`config.mk`:
```
export PLATFORM = sky130hd
export DESIGN_NAME = tween_loop_pingpong
export DESIGN_NICKNAME = d
export VERILOG_FILES = /design/src/rtl/core/twp_pkg.sv /design/src/rtl/core/twp_mul.sv /design/src/rtl/core/twp_div.sv /design/src/rtl/core/twp_sqrt.sv /design/src/rtl/core/tween_loop_pingpong.sv
export SDC_FILE = /design/constraint.sdc
export NUM_CORES = 2
export LEC_CHECK = 0
export BUFFER_PORTS_ARGS = -buffer_cell sky130_fd_sc_hd__buf_2
export CAP_MARGIN = 30
export CORE_UTILIZATION = 55
export CTS_CLUSTER_SIZE = 16
export DETAILED_ROUTE_END_ITERATION = 8
export HOLD_SLACK_MARGIN = 0.02
export PLACE_DENSITY_LB_ADDON = 0.2
export SLEW_MARGIN = 20
export SYNTH_ARGS = -nofsm -noshare
export SYNTH_HDL_FRONTEND = slang
export SYNTH_SLANG_ARGS = --single-unit
```
`constraint.sdc`:
```
create_clock -name clk_i -period 5 [get_ports clk_i]
set_input_delay 0.75 -clock clk_i [delete_from_list [all_inputs] [get_ports clk_i]]
set_output_delay 0.75 -clock clk_i [all_outputs]
set_load 0.02 [all_outputs]
```
`src/rtl/core/twp_pkg.sv`:
```
package twp_pkg;

  // Fixed field widths
  localparam int unsigned COORD_W       = 32;
  localparam int unsigned TIME_W        = 32;
  localparam int unsigned TICK_W        = 20;
  localparam int unsigned LOOP_W        = 9;
  localparam int unsigned FRAC_DONE_W   = 17;
  localparam int unsigned FRAC_DONE_BITS = 16;
  localparam int unsigned FRAC_BITS_DEF = 16;

  // Stream packing
  localparam int unsigned IN_DATA_W  = 160;
  localparam int unsigned IN_USER_W  = 2;
  localparam int unsigned OUT_DATA_W = 120;

  localparam int unsigned TGT_X_LSB  = 0;
  localparam int unsigned TGT_Y_LSB  = 32;
  localparam int unsigned TGT_Z_LSB  = 64;
  localparam int unsigned DUR_LSB    = 96;
  localparam int unsigned LOOP_LSB   = 128;
  localparam int unsigned PP_BIT     = 137;
  localparam int unsigned EASE_BIT   = 138;
  localparam int unsigned TICK_LSB   = 139;

  // Serial unit widths
  localparam int unsigned MUL_AW  = 34;
  localparam int unsigned MUL_BW  = 32;
  localparam int unsigned MUL_PW  = MUL_AW + MUL_BW;
  localparam int unsigned CNT_W   = 6;
  localparam int unsigned ROOT_W  = 34;
  localparam int unsigned RAD_W   = 66;
  localparam int unsigned DEN_W   = 32;

  // Item kinds carried in tuser
  localparam logic [IN_USER_W-1:0] MODE_TICK  = 2'd0;
  localparam logic [IN_USER_W-1:0] MODE_START = 2'd1;
  localparam logic [IN_USER_W-1:0] MODE_STOP  = 2'd2;

  localparam logic [1:0] LAST_AXIS = 2'd2;

  typedef struct packed {
    logic             start;
    logic [CNT_W-1:0] nbits;
  } mul_req_t;

  typedef struct packed {
    logic             start;
    logic [CNT_W-1:0] steps;
  } div_req_t;

endpackage

```
`src/rtl/core/twp_mul.sv`:
```
module twp_mul (
  input  logic                                clk_i,
  input  logic                                rst_ni,
  input  twp_pkg::mul_req_t                   req_i,
  input  logic signed [twp_pkg::MUL_AW-1:0]   a_i,
  input  logic        [twp_pkg::MUL_BW-1:0]   b_i,
  output logic                                done_o,
  output logic signed [twp_pkg::MUL_PW-1:0]   p_o
);
  import twp_pkg::*;

  logic signed [MUL_PW-1:0] acc_q, mcand_q;
  logic [MUL_BW-1:0]        mplier_q;
  logic [CNT_W-1:0]         cnt_q;
  logic                     busy_q, done_q;

  // Step counter: one multiplier bit per cycle
  always_ff @(posedge clk_i or negedge rst_ni) begin
    if (!rst_ni) begin
      busy_q <= 1'b0;
      done_q <= 1'b0;
      cnt_q  <= '0;
    end else begin
      done_q <= 1'b0;
      if (req_i.start) begin
        busy_q <= 1'b1;
        cnt_q  <= req_i.nbits;
      end else if (busy_q) begin
        cnt_q <= cnt_q - CNT_W'(1);
        if (cnt_q == CNT_W'(1)) begin
          busy_q <= 1'b0;
          done_q <= 1'b1;
        end
      end
    end
  end

  // Shift-add datapath
  always_ff @(posedge clk_i) begin
    if (req_i.start) begin
      acc_q    <= '0;
      mcand_q  <= {{(MUL_PW-MUL_AW){a_i[MUL_AW-1]}}, a_i};
      mplier_q <= b_i;
    end else if (busy_q) begin
      if (mplier_q[0]) acc_q <= acc_q + mcand_q;
      mcand_q  <= mcand_q <<< 1;
      mplier_q <= mplier_q >> 1;
    end
  end

  assign done_o = done_q;
  assign p_o    = acc_q;

endmodule

```
`src/rtl/core/twp_div.sv`:
```
module twp_div #(
  parameter int unsigned NW = 50
) (
  input  logic                           clk_i,
  input  logic                           rst_ni,
  input  twp_pkg::div_req_t              req_i,
  input  logic [twp_pkg::DEN_W-1:0]      rem_i,
  input  logic [NW-1:0]                  num_i,
  input  logic [twp_pkg::DEN_W-1:0]      den_i,
  output logic                           done_o,
  output logic [NW-1:0]                  q_o
);
  import twp_pkg::*;

  logic [DEN_W-1:0] rem_q, den_q;
  logic [NW-1:0]    num_q, quo_q;
  logic [CNT_W-1:0] cnt_q;
  logic             busy_q, done_q;
  logic [DEN_W:0]   r2, diff;
  logic             ge;

  // One quotient bit per cycle, restoring
  always_comb begin
    r2   = {rem_q, num_q[NW-1]};
    diff = r2 - {1'b0, den_q};
    ge   = r2 >= {1'b0, den_q};
  end

  always_ff @(posedge clk_i or negedge rst_ni) begin
    if (!rst_ni) begin
      busy_q <= 1'b0;
      done_q <= 1'b0;
      cnt_q  <= '0;
    end else begin
      done_q <= 1'b0;
      if (req_i.start) begin
        busy_q <= 1'b1;
        cnt_q  <= req_i.steps;
      end else if (busy_q) begin
        cnt_q <= cnt_q - CNT_W'(1);
        if (cnt_q == CNT_W'(1)) begin
          busy_q <= 1'b0;
          done_q <= 1'b1;
        end
      end
    end
  end

  always_ff @(posedge clk_i) begin
    if (req_i.start) begin
      rem_q <= rem_i;
      num_q <= num_i;
      den_q <= den_i;
      quo_q <= '0;
    end else if (busy_q) begin
      rem_q <= ge ? diff[DEN_W-1:0] : r2[DEN_W-1:0];
      num_q <= num_q << 1;
      quo_q <= {quo_q[NW-2:0], ge};
    end
  end

  assign done_o = done_q;
  assign q_o    = quo_q;

endmodule

```
`src/rtl/core/twp_sqrt.sv`:
```
module twp_sqrt (
  input  logic                          clk_i,
  input  logic                          rst_ni,
  input  logic                          start_i,
  input  logic [twp_pkg::RAD_W-1:0]     rad_i,
  output logic                          done_o,
  output logic [twp_pkg::ROOT_W-1:0]    root_o
);
  import twp_pkg::*;

  localparam int unsigned RW = 2 * ROOT_W;
  localparam int unsigned MW = ROOT_W + 4;

  logic [RW-1:0]     rad_q;
  logic [MW-1:0]     rem_q;
  logic [ROOT_W-1:0] root_q;
  logic [CNT_W-1:0]  cnt_q;
  logic              busy_q, done_q;
  logic [MW-1:0]     r2, trial;
  logic              ge;

  // Two radicand bits in, one root bit out per cycle
  always_comb begin
    r2    = {rem_q[MW-3:0], rad_q[RW-1:RW-2]};
    trial = {2'b00, root_q, 2'b01};
    ge    = r2 >= trial;
  end

  always_ff @(posedge clk_i or negedge rst_ni) begin
    if (!rst_ni) begin
      busy_q <= 1'b0;
      done_q <= 1'b0;
      cnt_q  <= '0;
    end else begin
      done_q <= 1'b0;
      if (start_i) begin
        busy_q <= 1'b1;
        cnt_q  <= CNT_W'(ROOT_W);
      end else if (busy_q) begin
        cnt_q <= cnt_q - CNT_W'(1);
        if (cnt_q == CNT_W'(1)) begin
          busy_q <= 1'b0;
          done_q <= 1'b1;
        end
      end
    end
  end

  always_ff @(posedge clk_i) begin
    if (start_i) begin
      rad_q  <= {{(RW-RAD_W){1'b0}}, rad_i};
      rem_q  <= '0;
      root_q <= '0;
    end else if (busy_q) begin
      rem_q  <= ge ? (r2 - trial) : r2;
      root_q <= {root_q[ROOT_W-2:0], ge};
      rad_q  <= rad_q << 2;
    end
  end

  assign done_o = done_q;
  assign root_o = root_q;

endmodule

```
`src/rtl/core/tween_loop_pingpong.sv`:
```
// Channel  Dir  tdata (low bit up)                                   tuser
// s_axis   in   target_x, target_y, target_z, duration, loop_count,  mode
//               ping_pong, ease, tick_time, zero pad to 160
// m_axis   out  pos_x, pos_y, pos_z, busy_res, fraction_done,        -
//               zero pad to 120
// One item at a time; a result register lets the next item enter while a result waits.
// Start, stop and idle ticks need at most the fraction divide (16 steps).
// Moving tick: divide for t, t^2 and t^3 for smoothstep only, three blends on the
// bit-serial multiplier (t^2, t^3, three blends), then the fraction divide.
// Start with a speed: three 32-step squares, 34-step root, (34+FRAC_BITS)-step divide.
// Reset clears all state to zero, idle; no clearing pass.
module tween_loop_pingpong #(
  parameter int unsigned FRAC_BITS = twp_pkg::FRAC_BITS_DEF
) (
  input  logic                              clk_i,
  input  logic                              rst_ni,
  input  logic                              s_axis_tvalid_i,
  output logic                              s_axis_tready_o,
  // target_x, target_y, target_z, duration, loop_count, ping_pong, ease, tick_time
  input  logic [twp_pkg::IN_DATA_W-1:0]     s_axis_tdata_i,
  // mode
  input  logic [twp_pkg::IN_USER_W-1:0]     s_axis_tuser_i,
  output logic                              m_axis_tvalid_o,
  input  logic                              m_axis_tready_i,
  // pos_x, pos_y, pos_z, busy_res, fraction_done
  output logic [twp_pkg::OUT_DATA_W-1:0]    m_axis_tdata_o
);
  import twp_pkg::*;

  localparam int unsigned NW = ROOT_W + FRAC_BITS;
  localparam logic [CNT_W-1:0] F_CNT  = CNT_W'(FRAC_BITS);
  localparam logic [CNT_W-1:0] B_CNT  = CNT_W'(FRAC_BITS + 1);
  localparam logic [CNT_W-1:0] SQ_CNT = CNT_W'(COORD_W);
  localparam logic [CNT_W-1:0] P_CNT  = CNT_W'(NW);
  localparam logic [CNT_W-1:0] FD_CNT = CNT_W'(FRAC_DONE_BITS);
  localparam logic [FRAC_BITS+2:0] S_ONE = (FRAC_BITS+3)'(1) << FRAC_BITS;
  localparam logic [FRAC_DONE_W-1:0] FD_ONE = FRAC_DONE_W'(1) << FRAC_DONE_BITS;

  typedef enum logic [3:0] {
    ST_IDLE, ST_SQ, ST_SQ_W, ST_ROOT_W, ST_PDIV_W, ST_TICK, ST_TDIV_W,
    ST_T2_W, ST_T3_W, ST_BLEND, ST_BL_W, ST_FRAC, ST_FDIV_W, ST_OUT
  } state_e;

  state_e state_q;

  // Architectural state
  logic signed [COORD_W-1:0] pos_q [3];
  logic signed [COORD_W-1:0] start_q [3];
  logic signed [COORD_W-1:0] end_q [3];
  logic [TIME_W-1:0]         period_q, elapsed_q;
  logic signed [LOOP_W-1:0]  loops_q;
  logic                      rev_q, smooth_q, moving_q;

  // Per-item working registers
  logic signed [COORD_W-1:0] tgt_q [3];
  logic [TIME_W-1:0]         speed_q;
  logic signed [LOOP_W-1:0]  loops_in_q;
  logic                      pp_q, ease_q;
  logic [1:0]                axis_q;
  logic [RAD_W-1:0]          nsum_q;
  logic [FRAC_BITS-1:0]      t_q, t2_q;
  logic [FRAC_BITS:0]        s_q;
  logic [FRAC_DONE_W-1:0]    frac_q;
  logic                      out_valid_q;
  logic [OUT_DATA_W-1:0]     out_data_q;

  // Unit requests
  mul_req_t                  mul_req_q;
  logic signed [MUL_AW-1:0]  mul_a_q;
  logic [MUL_BW-1:0]         mul_b_q;
  div_req_t                  div_req_q;
  logic [DEN_W-1:0]          div_rem_q, div_den_q;
  logic [NW-1:0]             div_num_q;
  logic                      sqrt_start_q;

  logic                      mul_done, div_done, sqrt_done;
  logic signed [MUL_PW-1:0]  mul_p;
  logic [NW-1:0]             div_q;
  logic [ROOT_W-1:0]         sqrt_root;

  twp_mul u_mul (
    .clk_i, .rst_ni, .req_i(mul_req_q), .a_i(mul_a_q), .b_i(mul_b_q),
    .done_o(mul_done), .p_o(mul_p)
  );

  twp_div #(.NW(NW)) u_div (
    .clk_i, .rst_ni, .req_i(div_req_q), .rem_i(div_rem_q), .num_i(div_num_q),
    .den_i(div_den_q), .done_o(div_done), .q_o(div_q)
  );

  twp_sqrt u_sqrt (
    .clk_i, .rst_ni, .start_i(sqrt_start_q), .rad_i(nsum_q),
    .done_o(sqrt_done), .root_o(sqrt_root)
  );

  // Input fields
  logic signed [COORD_W-1:0] in_tgt [3];
  logic signed [TIME_W-1:0]  in_dur;
  logic [TICK_W-1:0]         in_tick;
  logic                      in_acc;

  assign in_tgt[0] = s_axis_tdata_i[TGT_X_LSB +: COORD_W];
  assign in_tgt[1] = s_axis_tdata_i[TGT_Y_LSB +: COORD_W];
  assign in_tgt[2] = s_axis_tdata_i[TGT_Z_LSB +: COORD_W];
  assign in_dur    = s_axis_tdata_i[DUR_LSB +: TIME_W];
  assign in_tick   = s_axis_tdata_i[TICK_LSB +: TICK_W];
  assign in_acc    = s_axis_tvalid_i && s_axis_tready_o;

  // Datapath helpers
  logic [TIME_W:0]           el_sum;
  logic [TIME_W-1:0]         el_sat;
  logic [COORD_W:0]          sq_d, sq_neg;
  logic [COORD_W-1:0]        sq_mag;
  logic [COORD_W:0]          bl_d;
  logic signed [MUL_PW-1:0]  bl_shift;
  logic [MUL_PW-1:0]         bl_sum;
  logic [FRAC_BITS-1:0]      tp_w;
  logic [FRAC_BITS+2:0]      s3;
  logic [FRAC_BITS:0]        s_clamp;
  logic [TIME_W-1:0]         per_sat;

  always_comb begin
    el_sum   = {1'b0, elapsed_q} + {{(TIME_W+1-TICK_W){1'b0}}, in_tick};
    el_sat   = el_sum[TIME_W] ? '1 : el_sum[TIME_W-1:0];
    sq_d     = {tgt_q[axis_q][COORD_W-1], tgt_q[axis_q]}
             - {pos_q[axis_q][COORD_W-1], pos_q[axis_q]};
    sq_neg   = ~sq_d + (COORD_W+1)'(1);
    sq_mag   = sq_d[COORD_W] ? sq_neg[COORD_W-1:0] : sq_d[COORD_W-1:0];
    bl_d     = {end_q[axis_q][COORD_W-1], end_q[axis_q]}
             - {start_q[axis_q][COORD_W-1], start_q[axis_q]};
    bl_shift = mul_p >>> FRAC_BITS;
    bl_sum   = {{(MUL_PW-COORD_W){start_q[axis_q][COORD_W-1]}}, start_q[axis_q]}
             + bl_shift;
    tp_w     = mul_p[2*FRAC_BITS-1:FRAC_BITS];
    // smoothstep 3*t2 - 2*t3 from registered t2 and fresh t3
    s3       = ({3'b000, t2_q} << 1) + {3'b000, t2_q} - ({3'b000, tp_w} << 1);
    if (s3[FRAC_BITS+2])  s_clamp = '0;
    else if (s3 > S_ONE)  s_clamp = S_ONE[FRAC_BITS:0];
    else                  s_clamp = s3[FRAC_BITS:0];
    per_sat  = (|div_q[NW-1:TIME_W]) ? '1 : div_q[TIME_W-1:0];
  end

  // Sequencer, state and result register
  always_ff @(posedge clk_i or negedge rst_ni) begin
    if (!rst_ni) begin
      state_q      <= ST_IDLE;
      for (int k = 0; k < 3; k++) begin
        pos_q[k]   <= '0;
        start_q[k] <= '0;
        end_q[k]   <= '0;
        tgt_q[k]   <= '0;
      end
      period_q     <= '0;
      elapsed_q    <= '0;
      loops_q      <= '0;
      rev_q        <= 1'b0;
      smooth_q     <= 1'b0;
      moving_q     <= 1'b0;
      speed_q      <= '0;
      loops_in_q   <= '0;
      pp_q         <= 1'b0;
      ease_q       <= 1'b0;
      axis_q       <= '0;
      nsum_q       <= '0;
      t_q          <= '0;
      t2_q         <= '0;
      s_q          <= '0;
      frac_q       <= '0;
      out_valid_q  <= 1'b0;
      out_data_q   <= '0;
      mul_req_q    <= '0;
      mul_a_q      <= '0;
      mul_b_q      <= '0;
      div_req_q    <= '0;
      div_rem_q    <= '0;
      div_den_q    <= '0;
      div_num_q    <= '0;
      sqrt_start_q <= 1'b0;
    end else begin
      mul_req_q.start <= 1'b0;
      div_req_q.start <= 1'b0;
      sqrt_start_q    <= 1'b0;
      if (out_valid_q && m_axis_tready_i) out_valid_q <= 1'b0;

      unique case (state_q)
        ST_IDLE: begin
          if (in_acc) begin
            for (int k = 0; k < 3; k++) tgt_q[k] <= in_tgt[k];
            speed_q    <= ~in_dur + TIME_W'(1);
            loops_in_q <= s_axis_tdata_i[LOOP_LSB +: LOOP_W];
            pp_q       <= s_axis_tdata_i[PP_BIT];
            ease_q     <= s_axis_tdata_i[EASE_BIT];
            axis_q     <= '0;
            nsum_q     <= '0;
            state_q    <= ST_FRAC;
            priority if (s_axis_tuser_i == MODE_START) begin
              if (in_dur == '0) begin
                moving_q <= 1'b0;
                for (int k = 0; k < 3; k++) pos_q[k] <= in_tgt[k];
              end else if (in_dur[TIME_W-1]) begin
                state_q <= ST_SQ;
              end else begin
                period_q  <= in_dur;
                smooth_q  <= s_axis_tdata_i[EASE_BIT];
                loops_q   <= s_axis_tdata_i[LOOP_LSB +: LOOP_W];
                rev_q     <= s_axis_tdata_i[PP_BIT];
                for (int k = 0; k < 3; k++) begin
                  start_q[k] <= pos_q[k];
                  end_q[k]   <= in_tgt[k];
                end
                elapsed_q <= '0;
                moving_q  <= 1'b1;
              end
            end else if (s_axis_tuser_i == MODE_STOP) begin
              moving_q <= 1'b0;
            end else if (s_axis_tuser_i == MODE_TICK && moving_q) begin
              elapsed_q <= el_sat;
              state_q   <= ST_TICK;
            end else begin
              // idle tick or unused mode: only report the state
            end
          end
        end

        // Squared distance, one axis per multiply
        ST_SQ: begin
          mul_req_q <= '{start: 1'b1, nbits: SQ_CNT};
          mul_a_q   <= {2'b00, sq_mag};
          mul_b_q   <= sq_mag;
          state_q   <= ST_SQ_W;
        end
        ST_SQ_W: begin
          if (mul_done) begin
            nsum_q <= nsum_q + mul_p[RAD_W-1:0];
            if (axis_q == LAST_AXIS) begin
              sqrt_start_q <= 1'b1;
              state_q      <= ST_ROOT_W;
            end else begin
              axis_q  <= axis_q + 2'd1;
              state_q <= ST_SQ;
            end
          end
        end
        ST_ROOT_W: begin
          if (sqrt_done) begin
            div_req_q <= '{start: 1'b1, steps: P_CNT};
            div_rem_q <= '0;
            div_num_q <= {sqrt_root, {FRAC_BITS{1'b0}}};
            div_den_q <= speed_q;
            state_q   <= ST_PDIV_W;
          end
        end
        ST_PDIV_W: begin
          if (div_done) begin
            period_q  <= per_sat;
            smooth_q  <= ease_q;
            loops_q   <= loops_in_q;
            rev_q     <= pp_q;
            for (int k = 0; k < 3; k++) begin
              start_q[k] <= pos_q[k];
              end_q[k]   <= tgt_q[k];
            end
            elapsed_q <= '0;
            moving_q  <= 1'b1;
            state_q   <= ST_FRAC;
          end
        end

        // End of run, with repeat handling, or blend fraction divide
        ST_TICK: begin
          if (elapsed_q >= period_q) begin
            for (int k = 0; k < 3; k++) pos_q[k] <= end_q[k];
            moving_q <= 1'b0;
            if (loops_q != '0) begin
              if (!loops_q[LOOP_W-1]) loops_q <= loops_q - LOOP_W'(1);
              if (rev_q) begin
                if (period_q == '0) begin
                  for (int k = 0; k < 3; k++) pos_q[k] <= start_q[k];
                end else begin
                  for (int k = 0; k < 3; k++) begin
                    start_q[k] <= end_q[k];
                    end_q[k]   <= start_q[k];
                  end
                  elapsed_q <= '0;
                  moving_q  <= 1'b1;
                end
              end else if (period_q != '0) begin
                for (int k = 0; k < 3; k++) pos_q[k] <= start_q[k];
                elapsed_q <= '0;
                moving_q  <= 1'b1;
              end
            end
            state_q <= ST_FRAC;
          end else begin
            div_req_q <= '{start: 1'b1, steps: F_CNT};
            div_rem_q <= elapsed_q;
            div_num_q <= '0;
            div_den_q <= period_q;
            state_q   <= ST_TDIV_W;
          end
        end
        ST_TDIV_W: begin
          if (div_done) begin
            t_q    <= div_q[FRAC_BITS-1:0];
            axis_q <= '0;
            if (smooth_q) begin
              mul_req_q <= '{start: 1'b1, nbits: F_CNT};
              mul_a_q   <= MUL_AW'(div_q[FRAC_BITS-1:0]);
              mul_b_q   <= MUL_BW'(div_q[FRAC_BITS-1:0]);
              state_q   <= ST_T2_W;
            end else begin
              s_q     <= {1'b0, div_q[FRAC_BITS-1:0]};
              state_q <= ST_BLEND;
            end
          end
        end
        ST_T2_W: begin
          if (mul_done) begin
            t2_q      <= tp_w;
            mul_req_q <= '{start: 1'b1, nbits: F_CNT};
            mul_a_q   <= MUL_AW'(tp_w);
            mul_b_q   <= MUL_BW'(t_q);
            state_q   <= ST_T3_W;
          end
        end
        ST_T3_W: begin
          if (mul_done) begin
            s_q     <= s_clamp;
            state_q <= ST_BLEND;
          end
        end

        // Per-axis blend start + (end - start) * s
        ST_BLEND: begin
          mul_req_q <= '{start: 1'b1, nbits: B_CNT};
          mul_a_q   <= {bl_d[COORD_W], bl_d};
          mul_b_q   <= MUL_BW'(s_q);
          state_q   <= ST_BL_W;
        end
        ST_BL_W: begin
          if (mul_done) begin
            pos_q[axis_q] <= bl_sum[COORD_W-1:0];
            if (axis_q == LAST_AXIS) begin
              state_q <= ST_FRAC;
            end else begin
              axis_q  <= axis_q + 2'd1;
              state_q <= ST_BLEND;
            end
          end
        end

        // Reported fraction, Q1.16
        ST_FRAC: begin
          if (period_q == '0) begin
            frac_q  <= '0;
            state_q <= ST_OUT;
          end else if (elapsed_q >= period_q) begin
            frac_q  <= FD_ONE;
            state_q <= ST_OUT;
          end else begin
            div_req_q <= '{start: 1'b1, steps: FD_CNT};
            div_rem_q <= elapsed_q;
            div_num_q <= '0;
            div_den_q <= period_q;
            state_q   <= ST_FDIV_W;
          end
        end
        ST_FDIV_W: begin
          if (div_done) begin
            frac_q  <= {1'b0, div_q[FRAC_DONE_BITS-1:0]};
            state_q <= ST_OUT;
          end
        end

        ST_OUT: begin
          if (!out_valid_q || m_axis_tready_i) begin
            out_valid_q <= 1'b1;
            out_data_q  <= {{(OUT_DATA_W-3*COORD_W-1-FRAC_DONE_W){1'b0}},
                            frac_q, moving_q, pos_q[2], pos_q[1], pos_q[0]};
            state_q     <= ST_IDLE;
          end
        end

        default: state_q <= ST_IDLE;
      endcase
    end
  end

  assign s_axis_tready_o = (state_q == ST_IDLE);
  assign m_axis_tvalid_o = out_valid_q;
  assign m_axis_tdata_o  = out_data_q;

`ifndef SYNTH
  a_busy_after_accept: assert property (@(posedge clk_i) disable iff (!rst_ni)
    in_acc |=> !s_axis_tready_o)
    else $error("input taken again right after accept");

  a_mul_done_state: assert property (@(posedge clk_i) disable iff (!rst_ni)
    mul_done |-> (state_q == ST_SQ_W || state_q == ST_T2_W ||
                  state_q == ST_T3_W || state_q == ST_BL_W))
    else $error("multiplier finished outside a wait state");

  a_div_done_state: assert property (@(posedge clk_i) disable iff (!rst_ni)
    div_done |-> (state_q == ST_TDIV_W || state_q == ST_PDIV_W ||
                  state_q == ST_FDIV_W))
    else $error("divider finished outside a wait state");

  a_frac_range: assert property (@(posedge clk_i) disable iff (!rst_ni)
    out_valid_q |-> (out_data_q[3*COORD_W+1 +: FRAC_DONE_W] <= FD_ONE))
    else $error("fraction above one");
`endif

endmodule
```
Word-level counts from Yosys, hierarchy flattened
Cells that the tools add are included.

storage, ports and cells
  flip-flop bits (word level) = 1441
  input port bits = 166
  output and inout port bits = 122
  word-level logic and storage cells = 395

cells by class
  add/subtract/negate cells = 17
  magnitude comparators = 6
  equality and inequality tests = 52
  mux-type cells = 209
  bitwise gates (word level) = 3
  reduce and logical (&&, ||, !) cells = 46

operators with widths
  kind              number
  $mux 96           26
  $mux 32           43
  $pmux 96 s3       3
  $mux 66           6
  $pmux 32 s3       3
  $bmux 32 s2       4
  $mux 50           5
  $pmux 50 s3       1
  $mux 17           8
  $pmux 34 s4       1
  $add 66x66->66    2
  $pmux 66 s2       1
  $pmux 32 s4       1
  $mux 34           3
  $bwmux 96         1
  $mux 9            8
  $mux 4            17
  $pmux 17 s2       2
  $sub 32x32->33    2
  $demux 32 s2      1
  $logic_not 32->1  2
  $not 32->32       2
  $pmux 32 s2       1
  $pmux 4 s14       1
  62 further kinds  189

Logic depth before layout (Yosys ltp)
  depth after elaboration = 9
  gate-level depth with buffers = 22
  gate-level depth less buffers = 19

Modules after synthesis
From an unflattened synthesis, not the netlist that was laid out.

second synthesis, totals
  cell total of the unflattened synthesis = 9119
  area, all modules = 84339.6 µm²

modules (own cells, without submodules)
  module               times used  cells an instance  area each (µm²)  sequential area each (µm²)
  tween_loop_pingpong  1           6431               57022.2          23297.3
  twp_mul              1           1124               10616.4          4464.3
  twp_div              1           764                8669.6           4624.4
  twp_sqrt             1           800                8031.5           3623.5

Worst setup path before layout
OpenSTA, ideal clock, no wires.

  kind = register -> register
  start = reg axis_q[1]
  end = reg mul_a_q[29]
  setup time = 126 ps
  arrival = 4616 ps
  required time = 4874 ps
  slack = 258 ps
  cell stages (with the launch flop) = 22
  path buffers = 3
  period minus slack after synthesis = 4742 ps
  path through = dfrtp_1 -> clkbuf_1 -> clkbuf_1 -> buf_1 -> mux2i_1 -> nor2_1 -> a21oi_1 -> ha_1 -> inv_1 -> fa_1 -> a211oi_1 -> o21a_1 -> o21a_1 -> and3_1 -> o21ai_0 -> a2111oi_4 -> nand4_1 -> nor3_2 -> a31o_1 -> xor2_1 -> nor2_1 -> a221o_1

between the ends
  longest elaborated chain between the ends = 9
  elaborated cells between the ends (all ways) = 19
  classes of those cells = add/sub (3); mux (14); bitwise (2)

ends and longest elaborated chain
  item                                             RTL line                                                text
  start: declaration                               tween_loop_pingpong.sv:59                               logic [1:0] axis_q;
  start signal: assignment                         tween_loop_pingpong.sv:239                              axis_q <= axis_q + 2'd1;
  start signal: assignment                         tween_loop_pingpong.sv:346                              axis_q <= axis_q + 2'd1;
  $not 2->3 (implied by the code) (*)              -
  $bmux 32 s2, on equally long branches            tween_loop_pingpong.sv:125, tween_loop_pingpong.sv:126
  $mux 32, on equally long branches (2 in series)  tween_loop_pingpong.sv:125, tween_loop_pingpong.sv:126
  $sub 32x32->33                                   tween_loop_pingpong.sv:126                              - {pos_q[axis_q][COORD_W-1], pos_q[axis_q]};
  $not 32->32                                      tween_loop_pingpong.sv:127                              sq_neg = ~sq_d + (COORD_W+1)'(1);
  $add 32x1->32                                    tween_loop_pingpong.sv:127
  $mux 32                                          tween_loop_pingpong.sv:128                              sq_mag = sq_d[COORD_W] ? sq_neg[COORD_W-1:0] : sq_d[COORD_W-1:0];
  $pmux 34 s4 (*)                                  tween_loop_pingpong.sv:185                              unique case (state_q)
  end signal: assignment                           tween_loop_pingpong.sv:228                              mul_a_q <= {2'b00, sq_mag};
  end signal: assignment                           tween_loop_pingpong.sv:308                              mul_a_q <= MUL_AW'(div_q[FRAC_BITS-1:0]);
  end signal: assignment                           tween_loop_pingpong.sv:321                              mul_a_q <= MUL_AW'(tp_w);
  end: declaration                                 tween_loop_pingpong.sv:69                               logic signed [MUL_AW-1:0] mul_a_q;

Every way passes the cells marked *; elsewhere a longest branch is shown, timed or not. The select of a mux whose other input is x is not followed.
A chain may end at the register's enable or synchronous reset.

Final worst setup path
  start = reg axis_q[1]
  end = reg mul_a_q[32]

between the ends
  longest elaborated chain between the ends = 6
  elaborated cells between the ends (all ways) = 9
  classes of those cells = add/sub (1); mux (7); bitwise (1)

ends and longest elaborated chain
  item                                             RTL line                                                text
  $not 2->3 (implied by the code) (*)              tween_loop_pingpong.sv:129, tween_loop_pingpong.sv:130
  $bmux 32 s2, on equally long branches            tween_loop_pingpong.sv:129, tween_loop_pingpong.sv:130
  $mux 32, on equally long branches (2 in series)  tween_loop_pingpong.sv:129, tween_loop_pingpong.sv:130
  $sub 32x32->33 (*)                               tween_loop_pingpong.sv:130                              - {start_q[axis_q][COORD_W-1], start_q[axis_q]};
  $pmux 34 s4 (*)                                  tween_loop_pingpong.sv:185

Marks and branches as above.

==> results.json <==
{
  "r2r_slack_ps": 90,
  "place.gp.congestion": 0.970,
  "synthToLayoutAreaGrowth_pct": 11.5,
  "antenna_found_initial": 15,
  "rsz0062_at_grt": "yes",
  "ys_ff_latch": 1405,
  "outcome": "finished clean",
  "place_ws_ps": -31.7,
  "tightest_slew_ps": 1370,
  "worstPathRequired_ps": 5670,
  "cap_violations": 0,
  "synthFlopType": "dfrtp_1",
  "grt_pass1_vias": 66400,
  "synth_cell_types": 110,
  "yosysTopAreaCell": "dfrtp_1",
  "vias": 68200,
  "dieHeight_um": 388,
  "ant_nets": 0,
  "final_common_cell": "nand2_1",
  "postSynthCellCount": 8707,
  "finClkSkew_ps": 37.5,
  "synth-edff-count": 262,
  "wirelength_um": 240000,
  "dieArea_um2": 151000,
  "core_um2": 148000,
  "cp_max_fo": 6,
  "drv_slew": 0,
  "min_period_ps": 4910,
  "dp_hpwl_um": 168000,
  "powerDensity_nw_per_um2": 758,
  "setup-violations-final": 0,
  "clock_sinks": 1405,
  "initial_utilization": 0.554,
  "grt.overflow.total": 0,
  "nets": 9412,
  "numPortBuffers": 280,
  "grt_use_total": 0.312,
  "setup.worst_path.end_class": "flop",
  "layout_common_cells": "nand2_1, dfrtp_1, a21oi_1, o21ai_0, nor2_1",
  "hold_path.class": "primary input to flop",
  "seq_area_frac_synth": 0.434,
  "synthDominantCellAreaShare": 0.292,
  "max_freq_mhz": 203,
  "drc": 0,
  "ys_warn_count": 0,
  "vias_per_cell": 6.25,
  "cts_tree": "built",
  "reg2regPathDepth": 19,
  "setup_tns_ps": 0,
  "slew_headroom": 0.0881,
  "synthArstFlopShare": 0.680,
  "fin_ws_ps": 85.5,
  "num_io_pins": 288,
  "clk_pin_slew_ps": 60,
  "p_leak_nw": 40.5,
  "final_core_util": 0.618,
  "crit-reg2reg-launch": "axis_q[1]",
  "wl_per_cell_um": 21.9,
  "critPathLaunch": "axis_q[1]",
  "startpoint_type": "flop",
  "cts_max_level": 4,
  "netlist_top_cells_area": "dfrtp_1, edfxtp_1, mux2_2",
  "min_delay_worst_endpoint": "loops_in_q[2]",
  "worst_hold_path.num_cells": 2,
  "clk_latency_ps": 820,
  "path_class": "flop to flop",
  "drive_gt1_frac": 0.147,
  "grt_max_degree": 199,
  "hold_viol_final": 0,
  "cts_root_buffer": "clkbuf_16",
  "die_x_um": 388,
  "rows": 141,
  "clock_tree.buffer_depth": 3,
  "fin_crit_sh": 0.983,
  "first_pass_iters": 7,
  "peakVddDrop_v": 0.000513,
  "syn_area_um2": 81900,
  "grt_pass1_wl_um": 377000,
  "crit_arrival_ps": 5590,
  "syn-mean-instance-area_um2": 9.41,
  "worstHoldStart": "s_axis_tdata_i[130]",
  "drt-initial-drc-count": 6924,
  "cts_buffers": 152,
  "r2r_end": "mul_a_q[32]"
}
## how the worst max path moves through the flow
| stage | to | slack (ps) |
|---|---|---|
| finish | mul_a_q[32] | 90 |
| global placement | mul_a_q[30] | -6 |
| floorplan | mul_a_q[29] | 260 |
| CTS | mul_a_q[29] | 20 |
| detailed placement | mul_a_q[30] | -30 |
| global route | mul_a_q[26] | -40 |
## cells by family (layout without fill, tap and decap cells)
kind of cell             after synthesis  after routing  synth area share
other                                  1             17         0.0000458
AO/OA/AOI/OAI                       2592           2592             0.199
adder cells (fa/ha/maj)              397            397            0.0628
buffers and inverters                868           1135            0.0423
flip-flops                          1405           1405             0.434
XOR/XNOR                             344            344            0.0369
AND/OR/NAND/NOR                     2340           2340             0.125
multiplexers                         760            760             0.100
## metal layers
| metal | part of all wire | track usage | up-vias |
|---|---|---|---|
| met4 | 0.041 | 0.133 | 4 |
| met5 | 0.000075 | 0 | - |
| met3 | 0.072 | 0.0463 | 569 |
| met1 | 0.43 | 0.427 | 33000 |
| met2 | 0.46 | 0.494 | 2760 |
| li1 | - | - | 31800 |
## flip-flops by register name, indices dropped and copies added, names as in the netlist, 36 cells and up
name,cells
tgt_q,96
m_axis_tdata_o,114
u_sqrt.rem_q,36
u_sqrt.rad_q,68
u_mul.mcand_q,66
pos_q,96
end_q,96
start_q,96
u_div.q_o,50
u_mul.p_o,66
nsum_q,66
## where the power goes
group	internal, mW	switching (mW)
Combinational	15.2	21.8
Clock	6.72	4.87
Sequential	16.5	4.15
## cell usage after synthesis, drive strengths merged, types with 35 or more instances
library cell and number:
ha 373, clkbuf 413, o31ai 42, o21a 48, nand2 1065, inv 337
buf 117, nor2b 58, mux2 468, a21oi 739, nor3 83, mux2i 292
dfrtp 955, nor2 671, nand4 54, a22oi 39, xor2 139, dfxtp 188
a211oi 72, nand2b 63, a21o 234, a31oi 60, xnor2 205, or3 66
o21ai 737, a222oi 101, o21bai 46, a221oi 81, edfxtp 262, o22ai 142
nand3 91, and2 35
## critical path, cell delays in order (launching register included)
cell,delay [ps]
dfrtp_4,530
clkbuf_4,210
nor2_4,270
nand2_1,90
o21ai_0,120
ha_1,280
inv_1,80
fa_1,430
a21o_1,170
a21oi_1,210
o211ai_1,190
nand2_1,150
nand2_1,140
a32oi_1,460
o311ai_0,280
a31o_2,300
a21o_1,230
a21oi_1,180
nor2b_1,70
o41ai_1,380
## per-stage QoR
stage	cell area (µm²)	std cells	power [mW]	hold slack [ps]
final	91300	10900	69.3	205
after CTS	91000	10900	68.5	157
after global routing	91300	10900	73.8	193
after detailed placement	85800	10600	56.7	433
after global placement	85700	10600	55.7	433
after floorplan	82000	8712	45.7	426
## layout make-up
class | instances | area, µm²
antenna | 11 | 27.5
clock buffer | 217 | 4330
clock inverter | 67 | 800
fill | 12200 | 56500
inverter | 338 | 1270
multi-input combinational | 6439 | 43200
sequential | 1405 | 35600
tap | 1930 | 2410
timing repair buffer | 513 | 3730
## repair_timing
| action | in CTS | in global routing |
|---|---|---|
| hold buffers | 1 | 0 |
| setup endpoints to repair | 4 | 66 |
| buffers inserted | 1 | 11 |
| endpoints found under the hold margin | 13 | 0 |
| cloned | 0 | 2 |
| pin swaps | 1 | 9 |
| resized for setup | 0 | 26 |
(Power assumes the default switching activity.)
